$ cat src/rtl/sasd_pkg.sv
// ----------------------------------------------------------------------------
// sasd_pkg
// Shared widths, register indexes and sequencer states for the sensor angle
// scale and deadband unit.
// ----------------------------------------------------------------------------
package sasd_pkg;

   localparam int MV_W    = 12;  // millivolt fields
   localparam int ANGLE_W = 17;  // signed angle fields, 0.01 deg
   localparam int DBAND_W = 16;  // deadband register
   localparam int SPAN_W  = ANGLE_W + 1;            // angle span, signed
   localparam int MC_W    = ANGLE_W;                // angle span magnitude
   localparam int WORK_W  = MC_W + MV_W + 1;        // product / dividend
   localparam int SUM_W   = WORK_W + 2;             // signed sum before clamp
   localparam int CNT_W   = 5;

   localparam int CSR_ADDR_W = 3;
   localparam int CSR_DATA_W = ANGLE_W;

   localparam logic [CNT_W-1:0] MUL_LAST = CNT_W'(MV_W - 1);
   localparam logic [CNT_W-1:0] DIV_LAST = CNT_W'(WORK_W - 1);

   // register indexes
   localparam logic [CSR_ADDR_W-1:0] CSR_VOLT_LOW    = 3'd0;
   localparam logic [CSR_ADDR_W-1:0] CSR_VOLT_HIGH   = 3'd1;
   localparam logic [CSR_ADDR_W-1:0] CSR_ANGLE_FIRST = 3'd2;
   localparam logic [CSR_ADDR_W-1:0] CSR_ANGLE_SECND = 3'd3;
   localparam logic [CSR_ADDR_W-1:0] CSR_DEADBAND    = 3'd4;

   // reset values
   localparam logic [MV_W-1:0]    RST_VOLT_LOW    = 12'd150;
   localparam logic [MV_W-1:0]    RST_VOLT_HIGH   = 12'd3000;
   localparam logic [ANGLE_W-1:0] RST_ANGLE_FIRST = 17'h1EE6C;  // -4500
   localparam logic [ANGLE_W-1:0] RST_ANGLE_SECND = 17'h01194;  // 4500
   localparam logic [DBAND_W-1:0] RST_DEADBAND    = 16'd50;

   typedef enum logic [2:0] {
      ST_IDLE,
      ST_MUL,
      ST_DIV,
      ST_CLAMP,
      ST_DECIDE
   } state_type;

endpackage

$ cat src/rtl/sensor_angle_scale_deadband_unit.sv
// ----------------------------------------------------------------------------
// sensor_angle_scale_deadband_unit
// Maps a millivolt sample linearly onto a configured angle span, clamps it, and
// flags a report, sink permitting, at a deadband or more from the last report.
// ----------------------------------------------------------------------------
// sequence: an accepted sample runs 12 multiply steps, 30 divide steps, then
//   clamp and decide; with a zero voltage span it goes straight to clamp
// the unit takes no new sample until the last one leaves decide, as the
//   bit-serial shift-add multiplier and restoring divider share one
//   work register; a stalled response holds the unit in decide
// reset: synchronous; registers return to defaults, no reference angle held
// ----------------------------------------------------------------------------
module sensor_angle_scale_deadband_unit (
   input  logic                                  clock,
   input  logic                                  reset,
   input  logic                                  req_valid,
   output logic                                  req_ready,
   input  logic [sasd_pkg::MV_W-1:0]             req_sample_mv,
   input  logic                                  req_sink_ready,
   output logic                                  rsp_valid,
   input  logic                                  rsp_ready,
   output logic signed [sasd_pkg::ANGLE_W-1:0]   rsp_angle_value,
   output logic                                  rsp_report_now,
   input  logic                                  csr_we,
   input  logic [sasd_pkg::CSR_ADDR_W-1:0]       csr_addr,
   input  logic [sasd_pkg::CSR_DATA_W-1:0]       csr_wdata
);

   localparam int MV_W    = sasd_pkg::MV_W;
   localparam int ANGLE_W = sasd_pkg::ANGLE_W;
   localparam int DBAND_W = sasd_pkg::DBAND_W;
   localparam int SPAN_W  = sasd_pkg::SPAN_W;
   localparam int MC_W    = sasd_pkg::MC_W;
   localparam int WORK_W  = sasd_pkg::WORK_W;
   localparam int SUM_W   = sasd_pkg::SUM_W;
   localparam int CNT_W   = sasd_pkg::CNT_W;

   // configuration registers
   logic [MV_W-1:0]           volt_low_ff, volt_high_ff;
   logic signed [ANGLE_W-1:0] angle_first_ff, angle_secnd_ff;
   logic [DBAND_W-1:0]        deadband_ff;

   sasd_pkg::state_type state_ff, state_in;
   logic [CNT_W-1:0]    cnt_ff, cnt_in;

   logic [WORK_W-1:0] work_ff, work_in;
   logic [MC_W-1:0]   mcand_ff, mcand_in;
   logic [MV_W-1:0]   divisor_ff, divisor_in;
   logic [MV_W-1:0]   rem_ff, rem_in;
   logic              neg_ff, neg_in;
   logic              zero_span_ff, zero_span_in;
   logic              sink_rdy_ff, sink_rdy_in;
   logic signed [ANGLE_W-1:0] angle_ff, angle_in;

   logic signed [ANGLE_W-1:0] ref_angle_ff, ref_angle_in;
   logic                      ref_valid_ff, ref_valid_in;

   logic                      rsp_valid_ff, rsp_valid_in;
   logic signed [ANGLE_W-1:0] rsp_angle_ff, rsp_angle_in;
   logic                      rsp_report_ff, rsp_report_in;

   logic accept, out_free, report;

   // operand setup at accept
   logic signed [MV_W:0]   dv, vspan;
   logic signed [SPAN_W-1:0] aspan;
   logic [MV_W-1:0]        dv_mag, vspan_mag;
   logic [MC_W-1:0]        aspan_mag;

   // serial step logic
   logic [WORK_W-WORK_W+MC_W+1:0] psum;
   logic [MV_W:0]                 trial_in, trial;

   // clamp and deadband
   logic signed [SUM_W-1:0]   q_signed, a_sum, lo_x, hi_x;
   logic signed [ANGLE_W-1:0] lo_end, hi_end;
   logic signed [ANGLE_W:0]   diff;
   logic [ANGLE_W-1:0]        diff_mag;
   logic                      changed;

   assign accept   = req_valid && req_ready;
   assign out_free = !rsp_valid_ff || rsp_ready;

   assign rsp_valid       = rsp_valid_ff;
   assign rsp_angle_value = rsp_angle_ff;
   assign rsp_report_now  = rsp_report_ff;

   assign dv        = $signed({1'b0, req_sample_mv}) - $signed({1'b0, volt_low_ff});
   assign vspan     = $signed({1'b0, volt_high_ff}) - $signed({1'b0, volt_low_ff});
   assign aspan     = SPAN_W'(angle_secnd_ff) - SPAN_W'(angle_first_ff);
   assign dv_mag    = dv[MV_W] ? MV_W'(-dv) : dv[MV_W-1:0];
   assign vspan_mag = vspan[MV_W] ? MV_W'(-vspan) : vspan[MV_W-1:0];
   assign aspan_mag = aspan[SPAN_W-1] ? MC_W'(-aspan) : aspan[MC_W-1:0];

   // shift-add step: high part gains the multiplicand when the low bit is set
   assign psum = {1'b0, work_ff[WORK_W-1:MV_W]} +
                 (work_ff[0] ? {2'b00, mcand_ff} : '0);

   // restoring divide step
   assign trial_in = {rem_ff, work_ff[WORK_W-1]};
   assign trial    = trial_in - {1'b0, divisor_ff};

   assign lo_end   = (angle_first_ff < angle_secnd_ff) ? angle_first_ff : angle_secnd_ff;
   assign hi_end   = (angle_first_ff < angle_secnd_ff) ? angle_secnd_ff : angle_first_ff;
   assign lo_x     = SUM_W'(lo_end);
   assign hi_x     = SUM_W'(hi_end);
   assign q_signed = neg_ff ? -$signed({2'b00, work_ff}) : $signed({2'b00, work_ff});
   assign a_sum    = SUM_W'(angle_first_ff) + q_signed;

   assign diff     = (ANGLE_W+1)'(angle_ff) - (ANGLE_W+1)'(ref_angle_ff);
   assign diff_mag = diff[ANGLE_W] ? ANGLE_W'(-diff) : diff[ANGLE_W-1:0];
   assign changed  = !ref_valid_ff || (diff_mag >= {1'b0, deadband_ff});
   assign report   = changed && sink_rdy_ff;

   // next state
   always_comb begin
      state_in = state_ff;
      case (state_ff)
         sasd_pkg::ST_IDLE: begin
            if (accept) begin
               state_in = (volt_low_ff == volt_high_ff) ? sasd_pkg::ST_CLAMP
                                                        : sasd_pkg::ST_MUL;
            end
         end
         sasd_pkg::ST_MUL: begin
            if (cnt_ff == sasd_pkg::MUL_LAST) state_in = sasd_pkg::ST_DIV;
         end
         sasd_pkg::ST_DIV: begin
            if (cnt_ff == sasd_pkg::DIV_LAST) state_in = sasd_pkg::ST_CLAMP;
         end
         sasd_pkg::ST_CLAMP:  state_in = sasd_pkg::ST_DECIDE;
         sasd_pkg::ST_DECIDE: begin
            if (out_free) state_in = sasd_pkg::ST_IDLE;
         end
         default: state_in = sasd_pkg::ST_IDLE;
      endcase
   end

   // outputs and datapath
   always_comb begin
      req_ready     = (state_ff == sasd_pkg::ST_IDLE);
      cnt_in        = cnt_ff;
      work_in       = work_ff;
      mcand_in      = mcand_ff;
      divisor_in    = divisor_ff;
      rem_in        = rem_ff;
      neg_in        = neg_ff;
      zero_span_in  = zero_span_ff;
      sink_rdy_in   = sink_rdy_ff;
      angle_in      = angle_ff;
      ref_angle_in  = ref_angle_ff;
      ref_valid_in  = ref_valid_ff;
      rsp_valid_in  = rsp_valid_ff && !rsp_ready;
      rsp_angle_in  = rsp_angle_ff;
      rsp_report_in = rsp_report_ff;
      case (state_ff)
         sasd_pkg::ST_IDLE: begin
            if (accept) begin
               work_in      = {{(WORK_W-MV_W){1'b0}}, dv_mag};
               mcand_in     = aspan_mag;
               divisor_in   = vspan_mag;
               neg_in       = dv[MV_W] ^ aspan[SPAN_W-1] ^ vspan[MV_W];
               zero_span_in = (volt_low_ff == volt_high_ff);
               sink_rdy_in  = req_sink_ready;
               cnt_in       = '0;
            end
         end
         sasd_pkg::ST_MUL: begin
            work_in = {psum, work_ff[MV_W-1:1]};
            rem_in  = '0;
            cnt_in  = (cnt_ff == sasd_pkg::MUL_LAST) ? '0 : cnt_ff + 1'b1;
         end
         sasd_pkg::ST_DIV: begin
            if (!trial[MV_W]) begin
               rem_in  = trial[MV_W-1:0];
               work_in = {work_ff[WORK_W-2:0], 1'b1};
            end else begin
               rem_in  = trial_in[MV_W-1:0];
               work_in = {work_ff[WORK_W-2:0], 1'b0};
            end
            cnt_in = cnt_ff + 1'b1;
         end
         sasd_pkg::ST_CLAMP: begin
            if (zero_span_ff || a_sum < lo_x) begin
               angle_in = lo_end;
            end else if (a_sum > hi_x) begin
               angle_in = hi_end;
            end else begin
               angle_in = a_sum[ANGLE_W-1:0];
            end
         end
         sasd_pkg::ST_DECIDE: begin
            if (out_free) begin
               rsp_valid_in  = 1'b1;
               rsp_angle_in  = angle_ff;
               rsp_report_in = report;
               if (report) begin
                  ref_angle_in = angle_ff;
                  ref_valid_in = 1'b1;
               end
            end
         end
         default: ;
      endcase
   end

   always_ff @(posedge clock) begin
      if (reset) begin
         state_ff       <= sasd_pkg::ST_IDLE;
         cnt_ff         <= '0;
         ref_angle_ff   <= '0;
         ref_valid_ff   <= 1'b0;
         rsp_valid_ff   <= 1'b0;
         volt_low_ff    <= sasd_pkg::RST_VOLT_LOW;
         volt_high_ff   <= sasd_pkg::RST_VOLT_HIGH;
         angle_first_ff <= sasd_pkg::RST_ANGLE_FIRST;
         angle_secnd_ff <= sasd_pkg::RST_ANGLE_SECND;
         deadband_ff    <= sasd_pkg::RST_DEADBAND;
      end else begin
         state_ff     <= state_in;
         cnt_ff       <= cnt_in;
         ref_angle_ff <= ref_angle_in;
         ref_valid_ff <= ref_valid_in;
         rsp_valid_ff <= rsp_valid_in;
         if (csr_we) begin
            case (csr_addr)
               sasd_pkg::CSR_VOLT_LOW:    volt_low_ff    <= csr_wdata[MV_W-1:0];
               sasd_pkg::CSR_VOLT_HIGH:   volt_high_ff   <= csr_wdata[MV_W-1:0];
               sasd_pkg::CSR_ANGLE_FIRST: angle_first_ff <= csr_wdata;
               sasd_pkg::CSR_ANGLE_SECND: angle_secnd_ff <= csr_wdata;
               sasd_pkg::CSR_DEADBAND:    deadband_ff    <= csr_wdata[DBAND_W-1:0];
               default: ;
            endcase
         end
      end
   end

   always_ff @(posedge clock) begin
      work_ff       <= work_in;
      mcand_ff      <= mcand_in;
      divisor_ff    <= divisor_in;
      rem_ff        <= rem_in;
      neg_ff        <= neg_in;
      zero_span_ff  <= zero_span_in;
      sink_rdy_ff   <= sink_rdy_in;
      angle_ff      <= angle_in;
      rsp_angle_ff  <= rsp_angle_in;
      rsp_report_ff <= rsp_report_in;
   end

   // once a report is made the reference stays valid
   a_ref_valid_sticky: assert property (@(posedge clock) disable iff (reset)
      ref_valid_ff |=> ref_valid_ff)
      else $error("reference valid dropped");

   // a reported word becomes the reference
   a_report_sets_ref: assert property (@(posedge clock) disable iff (reset)
      (state_ff == sasd_pkg::ST_DECIDE && out_free && report) |=>
         (rsp_valid_ff && rsp_report_ff && ref_angle_ff == rsp_angle_ff))
      else $error("report did not update reference");

   // an accepted sample always starts a computation
   a_accept_starts: assert property (@(posedge clock) disable iff (reset)
      accept |=> (state_ff == sasd_pkg::ST_MUL || state_ff == sasd_pkg::ST_CLAMP))
      else $error("accepted sample not started");

   // a reporting word implies a held reference
   a_report_has_ref: assert property (@(posedge clock) disable iff (reset)
      (rsp_valid_ff && rsp_report_ff) |-> ref_valid_ff)
      else $error("report without reference");

endmodule

$ cat config.mk
export PLATFORM = sky130hd
export DESIGN_NAME = sensor_angle_scale_deadband_unit
export DESIGN_NICKNAME = d
export VERILOG_FILES = /design/src/rtl/sasd_pkg.sv /design/src/rtl/sensor_angle_scale_deadband_unit.sv
export SDC_FILE = /design/constraint.sdc
export NUM_CORES = 1
export LEC_CHECK = 0
export ABC_AREA = 1
export BUFFER_PORTS_ARGS = -buffer_cell sky130_fd_sc_hd__buf_2
export CORE_ASPECT_RATIO = 1.25
export CORE_MARGIN = 2
export CORE_UTILIZATION = 55
export DETAILED_ROUTE_END_ITERATION = 7
export GPL_TIMING_DRIVEN = 0
export HOLD_SLACK_MARGIN = 0.06
export PLACE_DENSITY = 0.79
export SLEW_MARGIN = 15
export SYNTH_ARGS = -nofsm -noshare
export SYNTH_HDL_FRONTEND = slang
export SYNTH_SLANG_ARGS = --single-unit
$ cat constraint.sdc
create_clock -name clock -period 6.8 [get_ports clock]
set_clock_uncertainty 0.15 [all_clocks]
set_input_delay 0.68 -clock clock [delete_from_list [all_inputs] [get_ports clock]]
set_output_delay 0.68 -clock clock [all_outputs]
set_load 0.03 [all_outputs]
==> Implementation_results.wiki <==
{| class="wikitable"
! Metric !! Value
|-
| Post-synth top area cell || sky130_fd_sc_hd__edfxtp_1
|-
| Clock tree from TritonCTS || done
|-
| Hold-fix buffers, CTS || 0
|-
| Slowest cell on crit path || sky130_fd_sc_hd__edfxtp_1
|-
| Inst Count DP || 2849
|-
| H-Tree Level Count || 1
|-
| Cell type group with the largest total delay on the critical path || simple AND/OR/NAND/NOR gates
|-
| Standard-cell row count || 73
|-
| Die area || 33490 um2
|-
| I/O pin count || 58
|-
| Area of combinational cells with multiple inputs || 10920 um2
|-
| Number of buffers and inverters on the critical path || 5
|-
| Detailed-route via count || 16430
|-
| Count of different cell masters after synthesis || 57
|-
| Routed wire per std cell || 16.75 um
|-
| Prevailing post-synth register cell || sky130_fd_sc_hd__edfxtp_1
|-
| Clock transition at the register clock pins on the worst setup and hold paths after CTS || 0.07 ns
|-
| Global-route wire length before repair || 77110 um
|-
| Worst voltage drop across the vdd grid || 0.4070 mV
|-
| Synthesized area per cell || 7.419 um2
|-
| Routed Antenna Nets || 0
|-
| Pin count of the biggest net entering global routing || 36
|-
| Final non-filler cell area || 19540 um2
|-
| Number of buffers created by CTS || 23
|-
| Antenna violations before repair || 0
|-
| Die height || 204.1 um
|-
| Final hold violation count || 0
|-
| Initial DRT Pass Iterations || 6
|-
| Total length of routed wires || 48620 um
|-
| Run status || completed
|-
| Leakage power of the design || 9.244 nW
|-
| Synthesis warning total || 0
|-
| Kind of end point of the critical path || flip-flop
|-
| Post-Synthesis Cells || 2375
|-
| All-layer global routing usage || 28.60%
|-
| Pin slew with the least headroom to its limit || 0.9827 ns
|-
| Number of remaining DRC errors || 0
|-
| Final Instance Count excl. Fillers || 2902
|-
| Routability cong. || 0.9696
|-
| Min Tclk post-route || 6.386 ns
|-
| Sequential Area || 5295 um2
|-
| Launching element type of the critical path || flip-flop
|-
| Crit path required time || 6.92 ns
|-
| Maximum clock frequency || 156.6 MHz
|-
| Initial drt markers || 1310
|-
| Layout cell share with drive strength beyond 1 || 8.394%
|-
| Core Box Area || 31690 um2
|-
| Power Dens Cells || 462.7 nW/um2
|-
| Netlist area before placement || 17620 um2
|-
| # diodes || 0
|-
| CP max stage delay || 0.41 ns
|-
| Vias per std cell || 5.660
|-
| Placed wire-length estimate after detailed placement || 38990 um
|-
| Final clock period utilization by the worst path || 93.91%
|-
| NumNets Final || 2722
|-
| Die Wd || 164.1 um
|-
| Most Frequent Cell on Critical Path || sky130_fd_sc_hd__nand2_1
|-
| Dominant cells by area after synthesis || sky130_fd_sc_hd__edfxtp_1, sky130_fd_sc_hd__ha_1, sky130_fd_sc_hd__dfxtp_1, sky130_fd_sc_hd__nand2_1, sky130_fd_sc_hd__inv_1
|-
| Tightest slew margin relative to the limit || 34.47%
|-
| Final Power || 0.009042 W
|-
| Flip-flop and latch count after synthesis || 210
|-
| CTS max path bufs || 3
|-
| Number of maximum-capacitance violations || 0
|-
| Syn_nets || 2624
|-
| Sequential element share of the synthesized area || 30.05%
|-
| Root buffer cell || sky130_fd_sc_hd__clkbuf_16
|-
| Initial cell density of the core || 55.59%
|-
| Category of the most critical setup path || flip-flop to flip-flop
|-
| Number of setup violations in the final report || 0
|-
| Area fraction of the dominant cell type after synthesis || 18.58%
|-
| Slew Viols, Final || 0
|-
| Overflow left after global routing || 0
|-
| Min-Delay Path Class || primary input to flip-flop
|-
| Vias in the first global route || 15950
|-
| Insertion delay of the later-clocked pin in the worst-skew pair || 0.55 ns
|-
| Endpoint arrival time on the critical path || 6.51 ns
|-
| PortBufs || 57
|-
| Number of flops mapped to enable cells by yosys || 109
|-
| Max FO, Critical Path || 10
|-
| Area overhead of the layout relative to synthesis || 10.91%
|-
| Number of inserted filler cells in the final layout || 2773
|-
| Async set-or-reset flop fraction in the synthesized netlist || 0%
|-
| Placement-stage cell area || 18480 um2
|-
| Clock Sink Count || 210
|}
-- cells by family after synthesis --
kind of cell | Yosys count | synth area share, %
and+or+nand+nor | 877 | 21.56
AOI/OAI and AO/OA | 524 | 16.67
buffers and inverters | 403 | 8.855
adders and majority gates | 211 | 15.28
DFF | 210 | 30.05
xor gates and xnor gates | 150 | 7.584
-- repair_timing --
item	4_1_cts	5_1_grt
pin swaps	1	7
endpoints found under the hold margin	0	0
endpoints found under the setup margin	17	17
setup buffers	2	9
resized for setup	12	27
-- Yosys cell counts, types with 4 or more instances --
cell type / instances
sky130_fd_sc_hd__a21oi_1: 220
sky130_fd_sc_hd__a21boi_0: 4
sky130_fd_sc_hd__nand3b_1: 9
sky130_fd_sc_hd__nand2_2: 11
sky130_fd_sc_hd__buf_2: 5
sky130_fd_sc_hd__clkbuf_1: 42
sky130_fd_sc_hd__buf_6: 5
sky130_fd_sc_hd__o21a_1: 4
sky130_fd_sc_hd__or2_2: 10
sky130_fd_sc_hd__inv_1: 342
sky130_fd_sc_hd__nor4_1: 7
sky130_fd_sc_hd__o221ai_1: 14
sky130_fd_sc_hd__dfxtp_1: 101
sky130_fd_sc_hd__xor2_1: 117
sky130_fd_sc_hd__clkinv_1: 5
sky130_fd_sc_hd__o211ai_1: 21
sky130_fd_sc_hd__xnor2_1: 30
sky130_fd_sc_hd__a211oi_1: 8
sky130_fd_sc_hd__nand3_2: 4
sky130_fd_sc_hd__o21ai_0: 181
sky130_fd_sc_hd__o31ai_1: 9
sky130_fd_sc_hd__ha_1: 204
sky130_fd_sc_hd__a21o_1: 5
sky130_fd_sc_hd__and2_1: 4
sky130_fd_sc_hd__nand2_1: 466
sky130_fd_sc_hd__o21bai_1: 15
sky130_fd_sc_hd__nand3_1: 84
sky130_fd_sc_hd__nand4_1: 34
sky130_fd_sc_hd__edfxtp_1: 109
sky130_fd_sc_hd__nor2_1: 183
sky130_fd_sc_hd__a21oi_2: 5
sky130_fd_sc_hd__nor2_2: 4
sky130_fd_sc_hd__o21ai_1: 8
sky130_fd_sc_hd__a31oi_1: 7
sky130_fd_sc_hd__o22ai_1: 8
sky130_fd_sc_hd__fa_1: 7
sky130_fd_sc_hd__a21boi_1: 4
sky130_fd_sc_hd__nor3_2: 4
sky130_fd_sc_hd__nor3_1: 45
-- final timing paths --
path / from / slack, ns / depth (start not counted) / end
min: req_sink_ready / 0.16 / 1 / sink_rdy_ff$_DFFE_PP_
max reg2reg: work_ff[0]$_DFFE_PP_ / 0.41 / 38 / angle_ff[7]$_DFFE_PP_
min reg2reg: deadband_ff[12]$_SDFFE_PP0P_ / 0.32 / 2 / deadband_ff[12]$_SDFFE_PP0P_
max: work_ff[0]$_DFFE_PP_ / 0.41 / 38 / angle_ff[7]$_DFFE_PP_
-- power by group --
group	internal, W	switching (W)
combinational	0.00212	0.00362
sequential	0.00171	0.000207
clock	0.000825	0.000561
-- area by class of cell --
cell class                 count  share of cell area [%]
inverter                     350                   6.742
multi-input combinational   1762                   55.90
buffer                        53                   1.287
timing repair buffer          73                   2.113
clock inverter                15                   1.204
tap                          412                   2.638
sequential                   210                   27.10
clock buffer                  27                   3.022
-- routing by layer --
layer,wire length (um),part of all wire [%],GRT usage [%],vias up
met5,0,0,0,-
met4,2621,5.4,14.51,0
met3,2254,4.6,3.084,148
met2,23890,49,50.72,483
met1,19850,41,33.94,7626
li1,-,-,-,8169
-- stage by stage --
stage / setup slack (ns) / hold WS, ns / utilization, % / setup TNS, ns
after floorplan: 1.104 / 0.2829 / - / 0
after global placement: -0.7323 / 0.2990 / 58.12 / -11.65
after detailed placement: -0.8319 / 0.3128 / 58.30 / -13.14
after CTS: 0.05122 / 0.1459 / 61.15 / 0
after global routing: -0.01270 / 0.1607 / 61.66 / -0.02484
final: 0.4144 / 0.1577 / 61.66 / 0
-- cells in the final DEF, fill, tap and decap left out, drive strengths merged, types with 35 or more instances in the layout --
cell and n:
nand2 480, inv 349, a21oi 225, ha 204, o21ai 191, nor2 187, xor2 119, edfxtp 109
dfxtp 101, nand3 91, buf 86, clkbuf 67, nor3 49, nand4 35
-- sequential cells by signal, summed over array words and instances, names as in the netlist, 3 cells and up --
register,cells
volt_high_ff,12
rsp_angle_value,17
state_ff,3
deadband_ff,16
angle_first_ff,17
volt_low_ff,12
ref_angle_ff,17
mcand_ff,17
cnt_ff,5
angle_secnd_ff,17
work_ff,30
rem_ff,12
divisor_ff,12
angle_ff,17
Power figures use the tool's default switching activity.
